**config.mk**
```make
export PLATFORM = sky130hd
export DESIGN_NAME = periodic_task_tick_scheduler
export DESIGN_NICKNAME = d
export VERILOG_FILES = /design/src/hdl/ptts_pkg.sv /design/src/hdl/periodic_task_tick_scheduler.sv
export SDC_FILE = /design/constraint.sdc
export NUM_CORES = 1
export LEC_CHECK = 0
export ABC_AREA = 0
export BUFFER_PORTS_ARGS = -buffer_cell sky130_fd_sc_hd__buf_2
export CORE_ASPECT_RATIO = 2
export CORE_UTILIZATION = 30
export CTS_CLUSTER_DIAMETER = 30
export DETAILED_ROUTE_END_ITERATION = 6
export PLACE_DENSITY = 0.49
export REMOVE_ABC_BUFFERS = 1
export SLEW_MARGIN = 20
export SYNTH_ARGS = -nofsm -noshare
export SYNTH_HDL_FRONTEND = slang
export SYNTH_SLANG_ARGS = --single-unit
```
**constraint.sdc**
```tcl
create_clock -name i_clk -period 7.2 [get_ports i_clk]
set_clock_uncertainty 0.2 [all_clocks]
set_input_delay 1.08 -clock i_clk [delete_from_list [all_inputs] [get_ports i_clk]]
set_output_delay 1.08 -clock i_clk [all_outputs]
set_load 0.01 [all_outputs]
```
**src/hdl/ptts_pkg.sv**
```systemverilog
// ----------------------------------------------------------------------------
// ptts_pkg
// Shared types and constants of the periodic task tick scheduler.
// ----------------------------------------------------------------------------
package ptts_pkg;

    localparam int NUM_TASKS = 8;      // table depth, 1 to 16
    localparam int TIDX_W    = (NUM_TASKS > 1) ? $clog2(NUM_TASKS) : 1;
    localparam int OP_W      = 3;
    localparam int ID_W      = 3;
    localparam int PERIOD_W  = 16;
    localparam int DELAY_W   = 8;
    localparam int TICK_W    = 8;
    localparam int MASK_W    = 8;
    localparam int STEP_W    = $clog2(TICK_W);
    localparam int S_DATA_W  = 32;
    localparam int M_DATA_W  = 16;

    typedef enum logic [OP_W-1:0] {
        OP_TICK   = 3'd0,
        OP_CREATE = 3'd1,
        OP_KILL   = 3'd2,
        OP_PAUSE  = 3'd3,
        OP_RESUME = 3'd4
    } t_opcode;

    typedef enum logic [4:0] {
        S_IDLE = 5'b00001,
        S_LOAD = 5'b00010,
        S_DIV  = 5'b00100,
        S_EVAL = 5'b01000,
        S_DONE = 5'b10000
    } t_state;

endpackage

```
**src/hdl/periodic_task_tick_scheduler.sv**
```systemverilog
// ----------------------------------------------------------------------------
// periodic_task_tick_scheduler
// Time-triggered cooperative scheduler: task table, tick counter, fire mask.
// ----------------------------------------------------------------------------
// Each request on the slave stream is one operation selected by tuser: a tick,
// or a create, kill, pause or resume of one task slot. Every request gives
// exactly one result on the master stream: the mask of tasks that fired and
// the tick counter value used for the checks (non-tick requests return a zero
// mask and the current counter). Create, kill, pause, resume and unused codes
// have their result registered on the accepting edge. A tick walks the table
// under a small sequencer that drives one shared restoring divider (one 17-bit
// compare and subtract per cycle, eight steps per remainder of the 8-bit
// counter by the 16-bit period): a task that is not alive, not ready or has a
// zero period is only skipped in the load state, a task that needs the
// remainder goes through load, eight divide steps and evaluate, and the
// result is posted in the done state once the output register is free. The
// slave side is not ready during that walk, nor while a result waits
// unaccepted in the output register.
// ----------------------------------------------------------------------------
module periodic_task_tick_scheduler (
    input  logic        i_clk,
    input  logic        i_rst_n,
    input  logic        s_axis_tvalid,
    output logic        s_axis_tready,
    // task_id[2:0], period[18:3], first_delay[26:19], has_function[27],
    // start_ready[28], zero[31:29]
    input  logic [31:0] s_axis_tdata,
    // opcode[2:0]
    input  logic [2:0]  s_axis_tuser,
    output logic        m_axis_tvalid,
    input  logic        m_axis_tready,
    // fire_mask[7:0], tick_value[15:8]
    output logic [15:0] m_axis_tdata
);

    // Task table and counter
    logic [ptts_pkg::PERIOD_W-1:0] r_period [ptts_pkg::NUM_TASKS];
    logic [ptts_pkg::PERIOD_W-1:0] n_period [ptts_pkg::NUM_TASKS];
    logic [ptts_pkg::DELAY_W-1:0]  r_delay  [ptts_pkg::NUM_TASKS];
    logic [ptts_pkg::DELAY_W-1:0]  n_delay  [ptts_pkg::NUM_TASKS];
    logic [ptts_pkg::NUM_TASKS-1:0] r_alive, n_alive;
    logic [ptts_pkg::NUM_TASKS-1:0] r_ready, n_ready;
    logic [ptts_pkg::TICK_W-1:0]    r_tick, n_tick;

    // Sequencer and shared divider
    ptts_pkg::t_state              r_state, n_state;
    logic [ptts_pkg::TIDX_W-1:0]   r_idx, n_idx;
    logic [ptts_pkg::STEP_W-1:0]   r_step, n_step;
    logic [ptts_pkg::TICK_W-1:0]   r_dvd, n_dvd;
    logic [ptts_pkg::PERIOD_W-1:0] r_div, n_div;
    logic [ptts_pkg::PERIOD_W-1:0] r_rem, n_rem;
    logic [ptts_pkg::MASK_W-1:0]   r_mask, n_mask;

    // Output register
    logic                          r_out_valid, n_out_valid;
    logic [ptts_pkg::MASK_W-1:0]   r_out_mask, n_out_mask;
    logic [ptts_pkg::TICK_W-1:0]   r_out_tick, n_out_tick;

    // Request fields
    ptts_pkg::t_opcode             req_op;
    logic [ptts_pkg::ID_W-1:0]     req_id;
    logic [ptts_pkg::PERIOD_W-1:0] req_period;
    logic [ptts_pkg::DELAY_W-1:0]  req_delay;
    logic                          req_fn;
    logic                          req_rdy;
    logic [ptts_pkg::TIDX_W-1:0]   req_slot;
    logic                          slot_ok;

    logic                          out_free;
    logic                          req_fire;
    logic                          last_task;
    logic                          eligible;
    logic [ptts_pkg::PERIOD_W:0]   trial;
    logic [ptts_pkg::PERIOD_W:0]   diff;

    assign req_op     = ptts_pkg::t_opcode'(s_axis_tuser);
    assign req_id     = s_axis_tdata[2:0];
    assign req_period = s_axis_tdata[18:3];
    assign req_delay  = s_axis_tdata[26:19];
    assign req_fn     = s_axis_tdata[27];
    assign req_rdy    = s_axis_tdata[28];
    assign req_slot   = ptts_pkg::TIDX_W'(req_id);
    assign slot_ok    = (int'(req_id) < ptts_pkg::NUM_TASKS);

    // The output register can take a new result when empty or being drained
    assign out_free      = !r_out_valid || m_axis_tready;
    assign s_axis_tready = (r_state == ptts_pkg::S_IDLE) && out_free;
    assign req_fire      = s_axis_tvalid && s_axis_tready;

    assign last_task = (r_idx == ptts_pkg::TIDX_W'(ptts_pkg::NUM_TASKS - 1));
    assign eligible  = r_alive[r_idx] && r_ready[r_idx] && (r_period[r_idx] != '0);

    // One restoring divide step: shift in the next counter bit, subtract if it fits
    assign trial = {r_rem, r_dvd[ptts_pkg::TICK_W-1]};
    assign diff  = trial - {1'b0, r_div};

    assign m_axis_tvalid = r_out_valid;
    assign m_axis_tdata  = {r_out_tick, r_out_mask};

    always_comb begin
        n_period    = r_period;
        n_delay     = r_delay;
        n_alive     = r_alive;
        n_ready     = r_ready;
        n_tick      = r_tick;
        n_state     = r_state;
        n_idx       = r_idx;
        n_step      = r_step;
        n_dvd       = r_dvd;
        n_div       = r_div;
        n_rem       = r_rem;
        n_mask      = r_mask;
        n_out_valid = r_out_valid && !m_axis_tready;
        n_out_mask  = r_out_mask;
        n_out_tick  = r_out_tick;

        case (r_state)
            ptts_pkg::S_IDLE: begin
                if (req_fire) begin
                    if (req_op == ptts_pkg::OP_TICK) begin
                        // Start the table walk with an empty mask
                        n_idx   = '0;
                        n_mask  = '0;
                        n_state = ptts_pkg::S_LOAD;
                    end else begin
                        if (slot_ok) begin
                            case (req_op)
                                ptts_pkg::OP_CREATE: begin
                                    n_period[req_slot] = req_period;
                                    n_delay[req_slot]  = req_delay;
                                    n_alive[req_slot]  = req_fn;
                                    n_ready[req_slot]  = req_rdy;
                                end
                                ptts_pkg::OP_KILL:   n_alive[req_slot] = 1'b0;
                                ptts_pkg::OP_PAUSE:  n_ready[req_slot] = 1'b0;
                                ptts_pkg::OP_RESUME: n_ready[req_slot] = 1'b1;
                                default: ;
                            endcase
                        end
                        n_out_valid = 1'b1;
                        n_out_mask  = '0;
                        n_out_tick  = r_tick;
                    end
                end
            end
            ptts_pkg::S_LOAD: begin
                if (eligible) begin
                    n_rem   = '0;
                    n_dvd   = r_tick;
                    n_div   = r_period[r_idx];
                    n_step  = '0;
                    n_state = ptts_pkg::S_DIV;
                end else if (last_task) begin
                    n_state = ptts_pkg::S_DONE;
                end else begin
                    n_idx = r_idx + 1'b1;
                end
            end
            ptts_pkg::S_DIV: begin
                if (!diff[ptts_pkg::PERIOD_W]) begin
                    n_rem = diff[ptts_pkg::PERIOD_W-1:0];
                end else begin
                    n_rem = trial[ptts_pkg::PERIOD_W-1:0];
                end
                n_dvd  = r_dvd << 1;
                n_step = r_step + 1'b1;
                if (r_step == ptts_pkg::STEP_W'(ptts_pkg::TICK_W - 1)) begin
                    n_state = ptts_pkg::S_EVAL;
                end
            end
            ptts_pkg::S_EVAL: begin
                // Due task: fire when its delay is spent, else count the delay down
                if (r_rem == '0) begin
                    if (r_delay[r_idx] == '0) begin
                        n_mask = r_mask | (ptts_pkg::MASK_W'(1) << r_idx);
                    end else begin
                        n_delay[r_idx] = r_delay[r_idx] - 1'b1;
                    end
                end
                if (last_task) begin
                    n_state = ptts_pkg::S_DONE;
                end else begin
                    n_idx   = r_idx + 1'b1;
                    n_state = ptts_pkg::S_LOAD;
                end
            end
            ptts_pkg::S_DONE: begin
                // Post the result and advance the counter once per tick
                if (out_free) begin
                    n_out_valid = 1'b1;
                    n_out_mask  = r_mask;
                    n_out_tick  = r_tick;
                    n_tick      = r_tick + 1'b1;
                    n_state     = ptts_pkg::S_IDLE;
                end
            end
            default: begin
                n_state = ptts_pkg::S_IDLE;
            end
        endcase
    end

    // Control state
    always_ff @(posedge i_clk) begin
        if (!i_rst_n) begin
            r_state     <= ptts_pkg::S_IDLE;
            r_alive     <= '0;
            r_ready     <= '0;
            r_tick      <= '0;
            r_out_valid <= 1'b0;
            r_idx       <= '0;
            r_step      <= '0;
        end else begin
            r_state     <= n_state;
            r_alive     <= n_alive;
            r_ready     <= n_ready;
            r_tick      <= n_tick;
            r_out_valid <= n_out_valid;
            r_idx       <= n_idx;
            r_step      <= n_step;
        end
    end

    // Payload
    always_ff @(posedge i_clk) begin
        r_period   <= n_period;
        r_delay    <= n_delay;
        r_dvd      <= n_dvd;
        r_div      <= n_div;
        r_rem      <= n_rem;
        r_mask     <= n_mask;
        r_out_mask <= n_out_mask;
        r_out_tick <= n_out_tick;
    end

endmodule

```
==> results.cfg, run 1 <==
[status]
outcome = complete, but fails checks
violations = design-rule violations

[synth]
avgSynthCellArea_um2 = 13.2
syn_inst = 1020
synth_ff_type = edfxtp_1
ys_seq_elements = 292
ys_seq_area_share_pct = 62.2
synth_edf_count = 256
yosys_warnings = 0
ys_types = 68
synthArstFlopShare_pct = 0
syn-cell-area_um2 = 13500

[setup_path]
cp.depth = 10
r2r_cells = 10
r2r_setup_slack_ns = 2.53
path_buf_inv = 2
worst_r2r_endpoint = r_delay[48]$_DFFE_PP_
worstPathMaxFanout = 47
worstSetupPathType = reg2reg
r2r-start = r_idx[0]$_SDFFE_PN0P_
cp.arrival_ns = 4.62
path_cells = nor2b_1 > a21oi_1 > o211ai_1 > inv_1 > ha_1 > inv_1 > nor2_1 > nand3_1 > o221ai_2 > nor2_1
cp_top_family = simple AND/OR/NAND/NOR gates
cp_slowest_cell = dfxtp_4
required_ns = 7.15
end_kind = flop
cp_slowest_stage_delay_ns = 0.96
start_kind = flop

[layout]
area_delta_synth_final_pct = 16.7
mostFrequentLayoutCells = edfxtp_1 (256), nand2_1 (117), nor2_1 (98), buf_2 (53), a22o_1 (48)
final_util_pct = 35.6
layout_commonest_cell = edfxtp_1
nets = 1155
n_fill_cell = 4269
drive_above_1_share_pct = 20.3

[grt]
grt.overflow.total = 0
grt_start_max_net_pins = 48
grt_usage_pct = 16.1
antenna_found_initial = 2
grt_pass1_wl_mm = 54.4
first_global_vias = 9035

[timing]
setup_viol = 0
max_freq_ghz = 0.214
relSlewSlack_pct = 15.7
slew_violations = 0
finalHoldViolations = 0
rsz0062_at_grt = no
period_needed_ns = 4.67
finalCritPeriodShare_pct = 64.9
finalSetupTns_ns = 0
worst_pin_slew_ns = 1.25

[routing]
drt-vias-per-instance = 5.17
detail-route-antenna-nets = 0
firstDrtPassIters = 7
vias = 8660
drtIter0Drc = 364
wl_per_cell_um = 21.8
wirelength_mm = 36.5
drc = 8

[run]
max_cap_viol_count = 0

[floorplanning]
rows = 109
start_util_pct = 30.5
core_area_um2 = 44300
io_pins = 57
die_area_um2 = 46000
die_x_um = 152
die_height_um = 302

[clock_network]
cts_buffers = 39
cts.sinks = 292
post_cts_buffers = 0
cts_tree = yes
clockBufferDepth = 3
clk_pin_slew_worst_paths_ns = 0.05
cts_resized = 0
cts_hold_buf = 0
clk_latency_ns = 0.54
htreeDepth = 2
ctsRootBufferMaster = clkbuf_16

[min_path]
hp-start = r_tick[7]$_SDFFE_PN0P_
holdPathStages = 0
holdPathEnd = r_out_tick[7]$_DFFE_PP_
hp-class = reg2reg

[pwr]
vdd_drop_max_uv = 189
power.leakage_nw = 5.44
powerDensity_nw_per_um2 = 252

[placement]
globalplace.congestion = 0.839
port_buffers = 53
dp_hpwl_mm = 25.3
-- how the worst max path moves through the flow --
stage / startpoint / to
after floorplan: r_idx[0]$_SDFFE_PN0P_ / r_dvd[0]$_SDFFCE_PP0P_
after global placement: r_idx[0]$_SDFFE_PN0P_ / r_delay[54]$_DFFE_PP_
after detailed placement: r_idx[0]$_SDFFE_PN0P_ / r_delay[54]$_DFFE_PP_
after CTS: r_idx[0]$_SDFFE_PN0P_ / r_delay[48]$_DFFE_PP_
after global routing: r_idx[0]$_SDFFE_PN0P_ / r_delay[5]$_DFFE_PP_
final: r_idx[0]$_SDFFE_PN0P_ / r_delay[48]$_DFFE_PP_
-- final cells by class --
cell class	count	area [µm²]	share of cell area, %
clock buffer	43	1040	6.61
multi-input combinational	650	4800	30.4
timing repair buffer	74	423	2.68
tap	555	694	4.40
inverter	32	120	0.762
clock inverter	28	274	1.74
antenna	1	2.50	0.0159
sequential	292	8410	53.4
-- routing by layer --
layer	GRT usage [%]	share of wire, %
met5	0	0.063
met4	9.99	5.6
met3	2.15	3.3
met2	32.7	57
met1	14.9	34
-- cell families after synthesis --
logic type | count (synthesis) | share of synthesized area [%]
flops | 292 | 62.2
xor+xnor | 22 | 1.48
simple gates | 353 | 12.3
compound gates | 177 | 9.92
mux | 71 | 8.94
fa+ha+maj | 27 | 2.56
buf+inv | 78 | 2.56
-- cell usage after synthesis, drive strengths merged (6+ instances only) --
library cell | count | area share [%]
dfxtp | 36 | 5.3
nand3b | 9 | 0.50
edfxtp | 256 | 57
a21oi | 26 | 0.96
xnor2 | 16 | 1.0
inv | 30 | 0.83
clkbuf | 20 | 0.56
a22o | 49 | 3.2
nor4 | 15 | 0.85
nand4 | 6 | 0.28
ha | 26 | 2.4
mux4 | 38 | 6.4
o211ai | 7 | 0.39
buf | 26 | 1.1
nor2b | 11 | 0.51
mux2 | 6 | 0.50
nor3 | 16 | 0.63
nor2 | 106 | 2.9
nor3b | 6 | 0.37
and2 | 19 | 0.88
and3 | 8 | 0.37
xor2 | 6 | 0.44
mux2i | 27 | 2.0
nand3 | 22 | 0.81
o21ai | 34 | 1.3
nand2 | 118 | 3.3
o221a | 16 | 1.3
-- report_power, final --
part	total, W	internal [W]	switching [W]
Clock	0.00193	0.00114	0.000789
Combinational	0.000161	0.0000508	0.000110
Sequential	0.00188	0.00187	0.0000115
Total	0.00398	0.00306	0.000910
-- sequential cells by signal, summed over array words and instances, names as in the netlist --
signal,cells
r_ready,8
r_div,16
r_delay,64
r_mask,8
r_alive,8
r_state,5
r_step,3
r_dvd,8
m_axis_tvalid,1
r_out_mask,8
r_period,128
r_tick,8
r_out_tick,8
r_idx,3
r_rem,16
-- through the flow --
| step | instances | hold WS (ns) | total power (W) | worst slack, ns | cell area [µm²] |
|---|---|---|---|---|---|
| after global routing | 1674 | 0.305 | 0.00409 | 2.22 | 15800 |
| after detailed placement | 1603 | 0.288 | 0.00208 | 2.50 | 14400 |
| after CTS | 1674 | 0.298 | 0.00401 | 2.49 | 15800 |
| final | 1675 | 0.290 | 0.00398 | 2.53 | 15800 |
| after floorplan | 974 | 0.251 | 0.00200 | 0.991 | 13300 |
| after global placement | 1603 | 0.291 | 0.00208 | 2.52 | 14400 |
No activity file was read; power rests on OpenSTA's default activity.
==> inputs of run 2 (changes only) <==
Settings changed: ABC_AREA 0 to 1, PLACE_DENSITY 0.49 to 0.5.
Clock period 7.2 ns to 4.1 ns, I/O delays scaled along.
==> run 2 against run 1 <==
  * Clock power increased by 90%
  * Die area rose by 2.3%
  * The flow now finishes without violations
  * Wire length is 1.6% higher
  * Largest cell class unchanged
  * Total power grew 120%
  * Critical path type unchanged
  * Combinational power rose to 9.5 times the previous value
  * Critical path depth up 3
==> results.cfg, run 2 <==
[floorplanning]
io_pins = 57
start_util_pct = 30.5
core_area_um2 = 45300
rows = 110
die_area_um2 = 47000
die_height_um = 306
die_x_um = 154

[clock_network]
post_cts_buffers = 0
cts_tree = yes
cts_buffers = 40
cts_resized = 0
clk_pin_slew_worst_paths_ns = 0.06
cts.sinks = 292
ctsRootBufferMaster = clkbuf_16
clk_latency_ns = 0.54
htreeDepth = 2
cts_hold_buf = 0
clockBufferDepth = 3

[grt]
grt_start_max_net_pins = 69
grt.overflow.total = 0
grt_pass1_wl_mm = 57.7
first_global_vias = 10377
grt_usage_pct = 16.2
antenna_found_initial = 4

[pwr]
power.total_w = 0.00859
power.leakage_nw = 6.49
vdd_drop_max_uv = 293
powerDensity_nw_per_um2 = 529

[setup_path]
start_kind = flop
r2r_setup_slack_ns = 0.66
cp.arrival_ns = 3.40
required_ns = 4.06
r2r_cells = 13
worstSetupPathType = reg2reg
end_kind = flop
worstPathMaxFanout = 9
r2r-start = r_idx[1]$_SDFFE_PN0P_
worst_r2r_endpoint = r_delay[51]$_DFFE_PP_

[routing]
drtIter0Drc = 468
detail-route-antenna-nets = 0
firstDrtPassIters = 5
vias = 10191
drt-vias-per-instance = 4.79
wirelength_mm = 37.1
drc = 0
wl_per_cell_um = 17.5

[synth]
synth_ff_type = edfxtp_1
yosys-top-cells-count = nand2_1 (520), edfxtp_1 (256), inv_1 (128), nor2_1 (118), a21oi_1 (66)
synth_edf_count = 256
syn_inst = 1458
avgSynthCellArea_um2 = 9.48
synth_area_leaders = edfxtp_1 (56%), nand2_1 (14%), dfxtp_1 (5.2%), inv_1 (3.5%), nor2_1 (3.2%)
synth.top_cell.area_share_pct = 55.6
ys_types = 50
ys_seq_area_share_pct = 60.8
ys_seq_elements = 292
yosysMostFrequentCell = nand2_1
synthArstFlopShare_pct = 0
syn-cell-area_um2 = 13800
yosys_warnings = 0
synth_top_cell_by_area = edfxtp_1

[layout]
final_util_pct = 35.8
nets = 1601
mostFrequentLayoutCells = nand2_1 (520), edfxtp_1 (256), inv_1 (128), nor2_1 (110), a21oi_1 (66)
n_fill_cell = 4560
layout_commonest_cell = nand2_1
top_register = r_period
seqCellArea_um2 = 8410
area_delta_synth_final_pct = 17.4
multi_input_area_um2 = 4690
drive_above_1_share_pct = 12.8
largest_reg_flops = 128
reg_top3 = r_period (128), r_delay (64)

[placement]
port_buffers = 53
globalplace.congestion = 0.839
dp_hpwl_mm = 25.7

[timing]
finalCritPeriodShare_pct = 83.9
setup_viol = 0
finalHoldViolations = 0
relSlewSlack_pct = 44.1
period_needed_ns = 3.44
worst_pin_slew_ns = 0.829
max_freq_ghz = 0.291
rsz0062_at_grt = no
slew_violations = 0

[min_path]
hp-start = s_axis_tdata[17]
hp-class = in2reg
holdPathStages = 1
holdPathEnd = r_period[110]$_DFFE_PP_

[run]
max_cap_viol_count = 0

[status]
outcome = completed
## run 2: changes by cell type after synthesis, moves of 27 or more
cell,delta
nand2_1,+403
inv_1,+98
a22o_1,-48
o22ai_1,+41
a21oi_1,+40
mux4_2,-34
mux2i_1,-27
## run 2: cell type report
cell class / instances / share of cell area [%]
clock buffer: 45 / 6.41
timing repair buffer: 79 / 2.91
tap: 560 / 4.32
inverter: 143 / 3.31
sequential: 292 / 51.8
multi-input combinational: 979 / 28.9
antenna: 1 / 0.0154
clock inverter: 29 / 2.34
## run 2: worst max-delay path: stages (launching register included)
cell     delay, ns
dfxtp_1       0.38
inv_2         0.14
nand3_1       0.22
inv_2         0.23
nand2_1       0.07
and3_1        0.20
nand2_2       0.22
inv_2         0.10
ha_1          0.24
nand2_2       0.13
nor2_2        0.07
nand4_1       0.08
nand2_2       0.17
nor2_1        0.62
## run 2: report_power, final
group          internal [W]  leakage (nW)  switching, W
combinational      0.000407          3.15       0.00112
clock               0.00226         0.690       0.00141
sequential          0.00335          2.65     0.0000426
total               0.00602          6.49       0.00257
## run 2: worst max path at each step
stage	startpoint	to	slack, ns	cells after the start
floorplan	r_idx[0]$_SDFFE_PN0P_	r_mask[0]$_SDFFCE_PN0P_	-0.59	12
global placement	r_idx[1]$_SDFFE_PN0P_	r_delay[25]$_DFFE_PP_	0.71	13
detailed placement	r_idx[1]$_SDFFE_PN0P_	r_delay[49]$_DFFE_PP_	0.64	13
CTS	r_idx[1]$_SDFFE_PN0P_	r_delay[51]$_DFFE_PP_	0.62	13
global route	r_idx[1]$_SDFFE_PN0P_	r_delay[26]$_DFFE_PP_	0.40	13
finish	r_idx[1]$_SDFFE_PN0P_	r_delay[51]$_DFFE_PP_	0.66	13
## run 2: cells by family after synthesis
kind of cell / count (synthesis) / share of synthesized area, %
buffers and inverters: 187 / 5.47
adder cells (fa/ha/maj): 27 / 2.50
flip-flops: 292 / 60.8
AO/OA/AOI/OAI: 195 / 8.36
AND/OR/NAND/NOR: 742 / 21.8
XOR/XNOR: 15 / 1.06
## run 2: layer usage
metal  global-route usage (%)  routed length [µm]  vias to the layer above
met5                        0                  25                        -
met4                     9.70                2110                        4
met3                     2.17                1190                      103
met2                     32.2               21000                      223
met1                     15.2               12800                     4792
li1                         -                   -                     5069
## run 2: through the flow
step | worst slack [ns] | area, µm² | instances | hold slack (ns) | setup TNS (ns)
after floorplan | -0.587 | 13600 | 1414 | 0.208 | -30.81
after global placement | 0.708 | 14800 | 2053 | 0.217 | 0
after detailed placement | 0.638 | 14800 | 2053 | 0.220 | 0
after CTS | 0.616 | 16200 | 2127 | 0.126 | 0
after global routing | 0.399 | 16200 | 2127 | 0.141 | 0
final | 0.661 | 16200 | 2128 | 0.147 | 0
